### config.mk
export PLATFORM = sky130hd
export DESIGN_NAME = cdss_mem
export DESIGN_NICKNAME = d
export VERILOG_FILES = /design/src/design/cdss_pkg.sv /design/src/design/cdss_mem.sv
export SDC_FILE = /design/constraint.sdc
export NUM_CORES = 1
export LEC_CHECK = 0
export ABC_CLOCK_PERIOD_IN_PS = 3600
export BUFFER_PORTS_ARGS = -buffer_cell sky130_fd_sc_hd__buf_4
export CAP_MARGIN = 40
export CORE_MARGIN = 5
export CORE_UTILIZATION = 50
export CTS_CLUSTER_SIZE = 40
export DETAILED_ROUTE_END_ITERATION = 8
export PLACE_DENSITY = 0.71
export SLEW_MARGIN = 10
export SYNTH_ARGS = -nofsm -noshare
export SYNTH_HDL_FRONTEND = slang
export SYNTH_SLANG_ARGS = --single-unit
### constraint.sdc
create_clock -name clk -period 3.6 [get_ports clk]
set_input_delay 0.54 -clock clk [delete_from_list [all_inputs] [get_ports clk]]
set_output_delay 0.54 -clock clk [all_outputs]
set_load 0.02 [all_outputs]
### src/design/cdss_pkg.sv
// ----------------------------------------------------------------------------
// Spring smoother package
// Shared types, widths, operation codes and decay tables.
// ----------------------------------------------------------------------------
package cdss_pkg;

	localparam int CHANNEL_COUNT_DEF = 15;
	localparam int CH_W = 4;
	localparam int VAL_W = 32;
	localparam int PACE_W = 16;
	localparam int DT_W = 16;
	localparam int WIDE_W = 48;

	typedef enum logic [1:0] {
		OP_STEP      = 2'd0,
		OP_SET_PACE  = 2'd1,
		OP_SET_OVR   = 2'd2,
		OP_CLR_OVR   = 2'd3
	} op_t;

	// One channel's stored record.
	typedef struct packed {
		logic signed [VAL_W-1:0] value;
		logic signed [VAL_W-1:0] velocity;
		logic [PACE_W-1:0] pace;
		logic signed [VAL_W-1:0] ovr;
		logic ovr_valid;
	} chan_rec_t;

	function automatic logic [16:0] frac_tab(input logic [4:0] i);
		logic [16:0] r;
		begin
			unique case (i)
				5'd0: r = 17'd65536; 5'd1: r = 17'd61565; 5'd2: r = 17'd57835;
				5'd3: r = 17'd54331; 5'd4: r = 17'd51039; 5'd5: r = 17'd47947;
				5'd6: r = 17'd45042; 5'd7: r = 17'd42313; 5'd8: r = 17'd39750;
				5'd9: r = 17'd37341; 5'd10: r = 17'd35079; 5'd11: r = 17'd32953;
				5'd12: r = 17'd30957; 5'd13: r = 17'd29081; 5'd14: r = 17'd27319;
				5'd15: r = 17'd25664; 5'd16: r = 17'd24109;
				default: r = 17'd0;
			endcase
			return r;
		end
	endfunction

	function automatic logic [16:0] int_tab(input logic [3:0] n);
		logic [16:0] r;
		begin
			unique case (n)
				4'd0: r = 17'd65536; 4'd1: r = 17'd24109; 4'd2: r = 17'd8869;
				4'd3: r = 17'd3263; 4'd4: r = 17'd1200; 4'd5: r = 17'd442;
				4'd6: r = 17'd162; 4'd7: r = 17'd60; 4'd8: r = 17'd22;
				4'd9: r = 17'd8; 4'd10: r = 17'd3; 4'd11: r = 17'd1;
				default: r = 17'd0;
			endcase
			return r;
		end
	endfunction

	// Saturate a signed 96-bit value to 48 bits.
	function automatic logic signed [WIDE_W-1:0] sat48(input logic signed [95:0] x);
		logic signed [95:0] hi;
		logic signed [95:0] lo;
		begin
			hi = 96'sd140737488355327;
			lo = -96'sd140737488355328;
			if (x > hi) return hi[WIDE_W-1:0];
			else if (x < lo) return lo[WIDE_W-1:0];
			else return x[WIDE_W-1:0];
		end
	endfunction

	// Saturate a signed 96-bit value to 32 bits.
	function automatic logic signed [VAL_W-1:0] sat32(input logic signed [95:0] x);
		begin
			if (x > 96'sd2147483647) return 32'sh7fffffff;
			else if (x < -96'sd2147483648) return 32'sh80000000;
			else return x[VAL_W-1:0];
		end
	endfunction

endpackage

### src/design/cdss_mem.sv
// ----------------------------------------------------------------------------
// Spring smoother channel memory
// Synchronous channel record store with a registered read and per-entry valid bits.
// ----------------------------------------------------------------------------
module cdss_mem #(
	parameter int CHANNEL_COUNT = cdss_pkg::CHANNEL_COUNT_DEF,
	parameter int AW = 6
) (
	input  logic clk,
	input  logic arst_n,
	input  logic [AW-1:0] rd_addr,
	output cdss_pkg::chan_rec_t rd_data,
	input  logic wr_en,
	input  logic [AW-1:0] wr_addr,
	input  cdss_pkg::chan_rec_t wr_data
);
	cdss_pkg::chan_rec_t mem [CHANNEL_COUNT];
	logic [CHANNEL_COUNT-1:0] written_q;
	cdss_pkg::chan_rec_t raw_q;
	logic raw_ok_q;

	// Write port and written flags; an unwritten entry reads as zero.
	always_ff @(posedge clk) begin
		if (wr_en) begin
			mem[wr_addr] <= wr_data;
		end
		raw_q <= mem[rd_addr];
	end

	always_ff @(posedge clk or negedge arst_n) begin
		if (!arst_n) begin
			written_q <= '0;
			raw_ok_q <= 1'b0;
		end else begin
			if (wr_en) begin
				written_q[wr_addr] <= 1'b1;
			end
			raw_ok_q <= written_q[rd_addr];
		end
	end

	assign rd_data = raw_ok_q ? raw_q : '0;
endmodule

==> results of run 1 <==
## where the power goes
group / leakage [nW] / switching, mW / total (mW) / internal, mW
Combinational: 6.84 / 1.60 / 2.78 / 1.18
Clock: 2.84 / 7.75 / 18.2 / 10.5
Sequential: 16.5 / 0.231 / 24.0 / 23.7
Total: 26.1 / 9.58 / 45.0 / 35.4
## timing repair
| item | in CTS | in global routing |
|---|---|---|
| hold buffers | 114 | 0 |
| endpoints found under the hold margin | 1711 | 0 |
| gates resized for setup | 0 | 0 |
## area by class of cell
| type | instances | share of cell area |
|---|---|---|
| Sequential cell | 1824 | 0.6753 |
| Inverter | 2 | 0.00009464 |
| Clock buffer | 251 | 0.06248 |
| Tap cell | 1781 | 0.02809 |
| Clock inverter | 78 | 0.01057 |
| Antenna cell | 13 | 0.0004101 |
| Timing Repair Buffer | 451 | 0.05467 |
| Multi-Input combinational cell | 1251 | 0.1684 |
## worst register-to-register path: stages (launching register included)
cell and delay, ns:
sky130_fd_sc_hd__edfxtp_1 0.37, sky130_fd_sc_hd__mux4_2 0.47, sky130_fd_sc_hd__a22oi_1 0.29, sky130_fd_sc_hd__o211ai_1 0.16
## placed cells by master (no fill, tap or decap), types with 4 or more instances in the layout
cell | synthesis | routed
sky130_fd_sc_hd__a211o_1 | 28 | 28
sky130_fd_sc_hd__a21o_1 | 15 | 15
sky130_fd_sc_hd__a21oi_1 | 85 | 85
sky130_fd_sc_hd__a22oi_1 | 114 | 114
sky130_fd_sc_hd__a31oi_1 | 29 | 29
sky130_fd_sc_hd__and2_1 | 113 | 113
sky130_fd_sc_hd__buf_12 | 0 | 52
sky130_fd_sc_hd__buf_4 | 32 | 283
sky130_fd_sc_hd__bufinv_16 | 0 | 11
sky130_fd_sc_hd__clkbuf_1 | 76 | 48
sky130_fd_sc_hd__clkbuf_16 | 0 | 176
sky130_fd_sc_hd__clkbuf_8 | 0 | 27
sky130_fd_sc_hd__clkinv_1 | 0 | 17
sky130_fd_sc_hd__clkinv_2 | 0 | 29
sky130_fd_sc_hd__clkinv_8 | 0 | 7
sky130_fd_sc_hd__clkinvlp_4 | 0 | 4
sky130_fd_sc_hd__dfrtp_1 | 16 | 15
sky130_fd_sc_hd__dfxtp_1 | 113 | 113
sky130_fd_sc_hd__diode_2 | 0 | 13
sky130_fd_sc_hd__dlygate4sd3_1 | 0 | 114
sky130_fd_sc_hd__edfxtp_1 | 1695 | 1695
sky130_fd_sc_hd__inv_16 | 0 | 6
sky130_fd_sc_hd__inv_6 | 0 | 4
sky130_fd_sc_hd__mux2i_1 | 142 | 142
sky130_fd_sc_hd__mux4_2 | 314 | 314
sky130_fd_sc_hd__nand2_1 | 89 | 87
sky130_fd_sc_hd__nand2b_1 | 31 | 31
sky130_fd_sc_hd__nor2_1 | 102 | 90
sky130_fd_sc_hd__nor2_4 | 0 | 13
sky130_fd_sc_hd__nor2b_1 | 30 | 28
sky130_fd_sc_hd__nor3_4 | 0 | 4
sky130_fd_sc_hd__o211ai_1 | 86 | 86
sky130_fd_sc_hd__o21ai_1 | 28 | 28
sky130_fd_sc_hd__o22ai_1 | 28 | 28
## cell families after synthesis
logic type / count (synthesis)
muxes: 456
AOI/OAI and AO/OA: 413
and+or+nand+nor: 382
DFF: 1824
buffers and inverters: 188
## worst paths after layout
check,start,endpoint,slack [ns]
max,raw_ok_q,rd_data[74],0.58
max reg2reg,mem[6][69],raw_q[69],2.18
min reg2reg,written_q[6],written_q[6],0.45
min in group asynchronous,arst_n,written_q[5],0.14
max in group asynchronous,arst_n,raw_ok_q,3.25
min,wr_addr[5],written_q[14],0.13
## per-layer routing
| metal | vias to the layer above | global-route usage | wire (um) | part of all wire |
|---|---|---|---|---|
| li1 | 14264 | - | - | - |
| met1 | 17387 | 0.2884 | 61330 | 0.41 |
| met2 | 1121 | 0.3573 | 76110 | 0.51 |
| met3 | 221 | 0.03758 | 9811 | 0.065 |
| met4 | 12 | 0.05646 | 3047 | 0.020 |
| met5 | - | 0 | 81 | 0.00054 |
## through the flow
stage	cell area [um2]	worst slack, ns	hold slack (ns)
6_report	79320	0.5762	0.1256
5_1_grt	79310	0.4023	0.1106
4_1_cts	79290	0.4270	0.07039
3_5_place_dp	72360	0.9795	0.4126
3_3_place_gp	72360	0.9629	0.4082
2_1_floorplan	67880	-0.7816	0.2444
## state kept, by name, summed over array words and instances (netlist names)
name / count
mem: 1695
raw_q: 113
raw_ok_q: 1
written_q: 15
==> metrics.md, run 1 <==
| Metric | Value |
|---|---|
| Vias | 33,005 |
| Worst endpoint data arrival time | 2.48 ns |
| Critical Path Stages | 3 |
| Cells taking the most area after synthesis | sky130_fd_sc_hd__edfxtp_1 (75%), sky130_fd_sc_hd__mux4_2 (10%), sky130_fd_sc_hd__dfxtp_1 (3.3%), sky130_fd_sc_hd__mux2i_1 (2.1%), sky130_fd_sc_hd__a22oi_1 (1.3%) |
| Time the final worst path needs with I/O delays and setup | 3.024 ns |
| Multi-input gate area | ~0.013 mm2 |
| Fraction of layout cells with a size suffix above 1 | 0.2442 |
| Most instantiated library cell after synthesis | sky130_fd_sc_hd__edfxtp_1 |
| Setup repair after global routing missed its margin | false |
| GRT Total Usage | 0.2115 |
| Commonest cells in the synthesized netlist | sky130_fd_sc_hd__edfxtp_1 (1,695), sky130_fd_sc_hd__mux4_2 (314), sky130_fd_sc_hd__mux2i_1 (142), sky130_fd_sc_hd__a22oi_1 (114) |
| Share of the synthesized area in the top cell type | 0.7512 |
| Leakage | 26.15 nW |
| Mux share of post-synthesis cell area | 0.1254 |
| Simple-Gate Fraction of Synth Area | 0.02818 |
| # rows | 135 |
| Placer Congestion | 0.7263 |
| Type of destination of the critical path | output port |
| Total length of routed wires | 150.4 mm |
| Worst Clk Skew | 0.01783 ns |
| DIE AREA | 0.1430 mm2 |
| Global route total overflow | 0 |
| Chip height | 378.1 um |
| CTS clock-pin slew for the worst setup and hold paths | about 0.06 ns |
| Number of enable flip-flop cells after synthesis | around 1,700 |
| Cell taking the most area after synthesis | sky130_fd_sc_hd__edfxtp_1 |
| Initial core utilization | 0.5014 |
| Root Driver | sky130_fd_sc_hd__clkbuf_16 |
| Final-layout setup total negative slack | 0 ns |
| Family of cells with the greatest summed delay on the critical path | flip-flops |
| Count of buffers inserted at the top-level ports | 238 |
| Worst Path Buf+Inv | 2 |
| I/O pin cnt | 241 |
| Post-route DRC | 0 |
| Antenna violations before repair | 20 |
| Category of the critical setup timing path | register to output port |
| ANT nets after route | 0 |
| Worst Max-Slew Pin Slew | 0.8280 ns |
| Status | complete, no violations |
| Maximum number of pins on one net before global-route repair | 87 |
| Worst hold stages | 3 |
| Number of DRC violations after detailed-routing iteration 0 | 3,154 |
| Cell with the largest stage delay on the worst path | sky130_fd_sc_hd__dfrtp_4 |
| Post-synthesis async set-or-reset flop share | 0.008772 |
| Via count of the first global-routing pass | 34,002 |
| Crit-path max FO | 43 |
| Number of register bits inferred by synthesis | 1,824 |
| Warnings from Yosys | 0 |
| TritonCTS clock tree | yes |
| Worst VDD drop | 452.6 uV |
| Post-synthesis xor/xnor area fraction | 0 |
| Number of max-capacitance violations reported | 0 |
| Crit path launch type | register |
| Cell-by-cell trace of the critical path | buf_4, and2_1, buf_4 |
| Number of fillers in the final layout | around 9,700 |
| Post-CTS Setup Repair Bufs | 0 |
| First drt pass iteration count | 5 |
| Mean area per synthesized cell | between 20 and 25 um2 |
| Average wire per cell in the routed design | 26.61 um |
| Die W | 378.1 um |
| Hold violation total from the final report | 0 |
| Headroom to the max-slew limit | 0.4480 |
| Worst-Skew Late Latency | just over 0.8 ns |
| Number of distinct library cells after synthesis | 35 |
| Top_reg_cell synth | sky130_fd_sc_hd__edfxtp_1 |
| Netlist area before placement | 0.06775 mm2 |
| Tcrit/Tclk final | 0.8400 |
| Fraction of the yosys area taken by sequential cells | 0.7905 |
| Setup violation total in the final timing report | 0 |
| Gate count after technology mapping | 3,263 |
| Growth of design area from synthesis to finish | 17.08% |
| Core box area | 0.1351 mm2 |
| First-pass GRT wire length | 222.4 mm |
| Delay contributed by the slowest stage of the critical path | roughly 0.8 ns |
| Design Power | 44.95 mW |
| P per Cell Area | 566.7 mW/mm2 |
| Post-DP HPWL | 75.49 mm |
| Total number of nets in the final design | 3,834 |
| Worst r2r path cells | 3 |
| Maximum buffer depth of the clock tree | 3 |
| Number of pins with negative max-slew slack in the final report | 0 |
| CTS sink cnt | 1,824 |
| Synthesized-area fraction occupied by ao, oa, aoi and oai cells | 0.04105 |
| Post-synthesis adder-cell area fraction | 0 |
| Final cell count without fillers | 5,651 |
| Nets in the synthesized netlist | 3,391 |
| Vias per inst | 5.841 |
| H-tree depth | 4 |
| Final Core Density | 0.5870 |
| WP data required | 3.06 ns |
| Footprint of the flip-flops and latches | 0.05357 mm2 |
| Maximum achievable frequency | roughly 0.33 GHz |
| Placed cell count | 5,195 |
| Type of the tightest min-delay check | input port to register |
| Most used cell, CP | sky130_fd_sc_hd__buf_4 |
| TritonCTS buffer count | ~180 |
| Largest family of logic cells by synthesized area | multiplexers |
(Power assumes the default switching activity.)
==> run 2, diff against run 1 <==
--- a/config.mk
+++ b/config.mk
@@ -5,7 +5,7 @@
 export SDC_FILE = /design/constraint.sdc
 export NUM_CORES = 1
 export LEC_CHECK = 0
-export ABC_CLOCK_PERIOD_IN_PS = 3600
+export ABC_CLOCK_PERIOD_IN_PS = 3000
 export BUFFER_PORTS_ARGS = -buffer_cell sky130_fd_sc_hd__buf_4
 export CAP_MARGIN = 40
 export CORE_MARGIN = 5
==> constraint.sdc (replaced) <==
create_clock -name clk -period 3 [get_ports clk]
set_input_delay 0.45 -clock clk [delete_from_list [all_inputs] [get_ports clk]]
set_output_delay 0.45 -clock clk [all_outputs]
set_load 0.02 [all_outputs]
==> run 2 against run 1 <==
Effect of this change: sequential share of layout area shrank 0.44 points; count of clock-buffer cells in the layout shrank 6; power grew 20%; largest cell class unchanged; highest routed layer unchanged.
==> metrics.md, run 2 (synthesis results as in run 1) <==
| Metric | Value |
|---|---|
| Most common library cell in the layout ignoring fill and taps | sky130_fd_sc_hd__edfxtp_1 |
| Post-placement worst setup slack | 0.5608 ns (-0.4187 ns) |
| Placer Congestion | 0.7296 (+0.45%) |
| Leakage | 26.44 nW (+1.1%) |
| Setup repair after global routing missed its margin | false |
| Most used cell, CP | sky130_fd_sc_hd__buf_4 |
| Average wire per cell in the routed design | 27.01 um (+1.5%) |
| CTS clock-pin slew for the worst setup and hold paths | 0.06 ns (about the same) |
| Growth of design area from synthesis to finish | 17.85% |
| ANT nets after route | 0 (unchanged) |
| Total length of routed wires | 153.8 mm (+2.3%) |
| Worst Max-Slew Pin Slew | 0.7962 ns (-0.03182 ns) |
| Vias per inst | 5.881 (+0.69%) |
| Largest Register | mem |
| Delay contributed by the slowest stage of the critical path | 0.70 ns (-0.10 ns) |
| TritonCTS buffer count | 176 (unchanged) |
| Antenna violations before repair | 14 (-30%) |
| First-pass GRT wire length | 225.9 mm (+1.6%) |
| Crit path launch type | register |
| Maximum buffer depth of the clock tree | 3 (unchanged) |
| Worst VDD drop | 516.7 uV (+14%) |
| Final-layout setup total negative slack | 0 ns (unchanged) |
| # rows | 135 (unchanged) |
| Chip height | 378.1 um (unchanged) |
| Die W | 378.1 um (unchanged) |
| Number of max-capacitance violations reported | 0 (unchanged) |
| Reg2reg setup slack | 1.56 ns (-0.62 ns) |
| Placed cell count | 5,235 (+0.77%) |
| TritonCTS clock tree | yes |
| Worst-Skew Late Latency | 0.80 ns (about the same) |
| Hold violation total from the final report | 0 (unchanged) |
| Endpoint of the lowest-slack register-to-register path | raw_q[58] |
| Root Driver | sky130_fd_sc_hd__clkbuf_16 |
| Type of the tightest min-delay check | input port to register |
| Source of the worst register-to-register timing path | mem[4][58] |
| Hold slack final | 0.1106 ns (-0.01504 ns) |
| Setup violation total in the final timing report | 0 (unchanged) |
| Total placed instance area | 0.07292 mm2 (+0.77%) |
| Headroom to the max-slew limit | 0.4679 (+0.01996) |
| Post-DP HPWL | 83.63 mm (+11%) |
| Worst Min Path Start | wr_addr[1] |
| Crit-path max FO | 26 (-40%) |
| Largest registers | mem x1695, raw_q x113, written_q x15 |
| Tcrit/Tclk final | 0.9180 |
| Worst hold stages | 3 (unchanged) |
| Final cell count without fillers | 5,695 (+0.78%) |
| Core box area | 0.1351 mm2 (unchanged) |
| Count of buffers inserted at the top-level ports | 238 (unchanged) |
| Initial core utilization | 0.5014 (unchanged) |
| Number of DRC violations after detailed-routing iteration 0 | 3,217 (+2.0%) |
| GRT Total Usage | 0.2161 (+0.004562) |
| WP data required | 2.55 ns (-0.51 ns) |
| First drt pass iteration count | 5 (unchanged) |
| Final Core Density | 0.5909 (+0.003888) |
| Fraction of layout cells with a size suffix above 1 | 0.2506 (+0.006409) |
| Vias | 33,490 (+1.5%) |
| I/O pin cnt | 241 (unchanged) |
| DIE AREA | 0.1430 mm2 (unchanged) |
| Max reg flops | 1,695 (unchanged) |
| Worst endpoint data arrival time | 2.30 ns (-0.18 ns) |
| Design Power | 53.87 mW (+20%) |
| Status | complete, no violations |
| Type of destination of the critical path | output port |
| Global route total overflow | 0 (unchanged) |
| Maximum achievable frequency | 0.3631 GHz |
| CTS sink cnt | 1,824 (unchanged) |
| Most frequent cells in the layout | sky130_fd_sc_hd__edfxtp_1 (1,695), sky130_fd_sc_hd__mux4_2 (314), sky130_fd_sc_hd__buf_4 (303) |
| Time the final worst path needs with I/O delays and setup | 2.754 ns |
| Maximum number of pins on one net before global-route repair | 71 (-18%) |
| Area of all placed cells without fillers | 0.07985 mm2 (+0.66%) |
| End point of the most critical hold path | written_q[0] |
| Cell-by-cell trace of the critical path | buf_4, and2_1, buf_4 |
| H-tree depth | 4 (unchanged) |
| Cell with the largest stage delay on the worst path | sky130_fd_sc_hd__dfrtp_4 |
| P per Cell Area | 674.6 mW/mm2 (+19%) |
| Number of cells upsized or downsized after cts | 0 (unchanged) |
| Category of the critical setup timing path | register to output port |
| Worst r2r path cells | 3 (unchanged) |
| Number of pins with negative max-slew slack in the final report | 0 (unchanged) |
| Post-layout worst setup margin | 0.2460 ns (-0.3302 ns) |
| Worst Clk Skew | 0.02550 ns (+0.007673 ns) |
| Via count of the first global-routing pass | 34,077 (+0.22%) |
| Total number of nets in the final design | 3,879 (+1.2%) |
| Post-route DRC | 0 (unchanged) |
run 2: cell types whose count changed in the layout (fill, tap and decap cells not counted), moves of 2 or more:
cell / change
sky130_fd_sc_hd__nand2b_1: -2
sky130_fd_sc_hd__dlygate4sd3_1: +5
sky130_fd_sc_hd__buf_4: +20
sky130_fd_sc_hd__inv_16: -4
sky130_fd_sc_hd__diode_2: -5
sky130_fd_sc_hd__clkbuf_16: +4
sky130_fd_sc_hd__clkinv_8: -4
sky130_fd_sc_hd__clkinv_2: +6
sky130_fd_sc_hd__buf_12: +20
sky130_fd_sc_hd__inv_6: +2
sky130_fd_sc_hd__clkbuf_8: -11
sky130_fd_sc_hd__clkinv_1: +8
run 2: final cells by class:
cell class	instances	area, um2
Tap cell	1781	2228
Antenna cell	8	20.02
Fill cell	9566	55280
Clock buffer	245	4908
Clock inverter	88	813.3
Inverter	2	7.507
Sequential cell	1824	53570
Timing Repair Buffer	496	4937
Multi-Input combinational cell	1251	13370
run 2: how the worst max path moves through the flow:
stage / start / end / slack [ns] / cells past startpoint
2_1_floorplan: wr_addr[1] / mem[0][0] / -1.08 / 2
3_3_place_gp: rd_addr[0] / raw_q[38] / 0.62 / 5
3_5_place_dp: rd_addr[0] / raw_q[41] / 0.56 / 5
4_1_cts: raw_ok_q / rd_data[9] / 0.1 / 3
5_1_grt: raw_ok_q / rd_data[24] / 0.13 / 3
6_report: raw_ok_q / rd_data[24] / 0.25 / 3
run 2: layer usage:
layer	vias to the layer above	wire (um)	track usage
li1	14369	-	-
met1	17575	61480	0.2972
met2	1297	77870	0.3614
met3	241	10660	0.03618
met4	8	3761	0.06276
met5	-	48	0
run 2: critical path: cells and delay by family, from the launching register on:
kind,cells,cell delay (ns)
flops,1,0.70
buf+inv,2,0.53
simple gates,1,0.25
run 2: timing repair:
action / 4_1_cts / 5_1_grt
hold buffers: 119 / 0
setup endpoints to repair: 0 / 0
endpoints found under the hold margin: 1726 / 0
setup buffers: 0 / 0
run 2: power breakdown:
group	switching (mW)	leakage (nW)	internal (mW)	total (mW)
combinational	1.96	7.16	1.47	3.43
clock	9.18	2.81	12.5	21.7
sequential	0.265	16.5	28.5	28.7
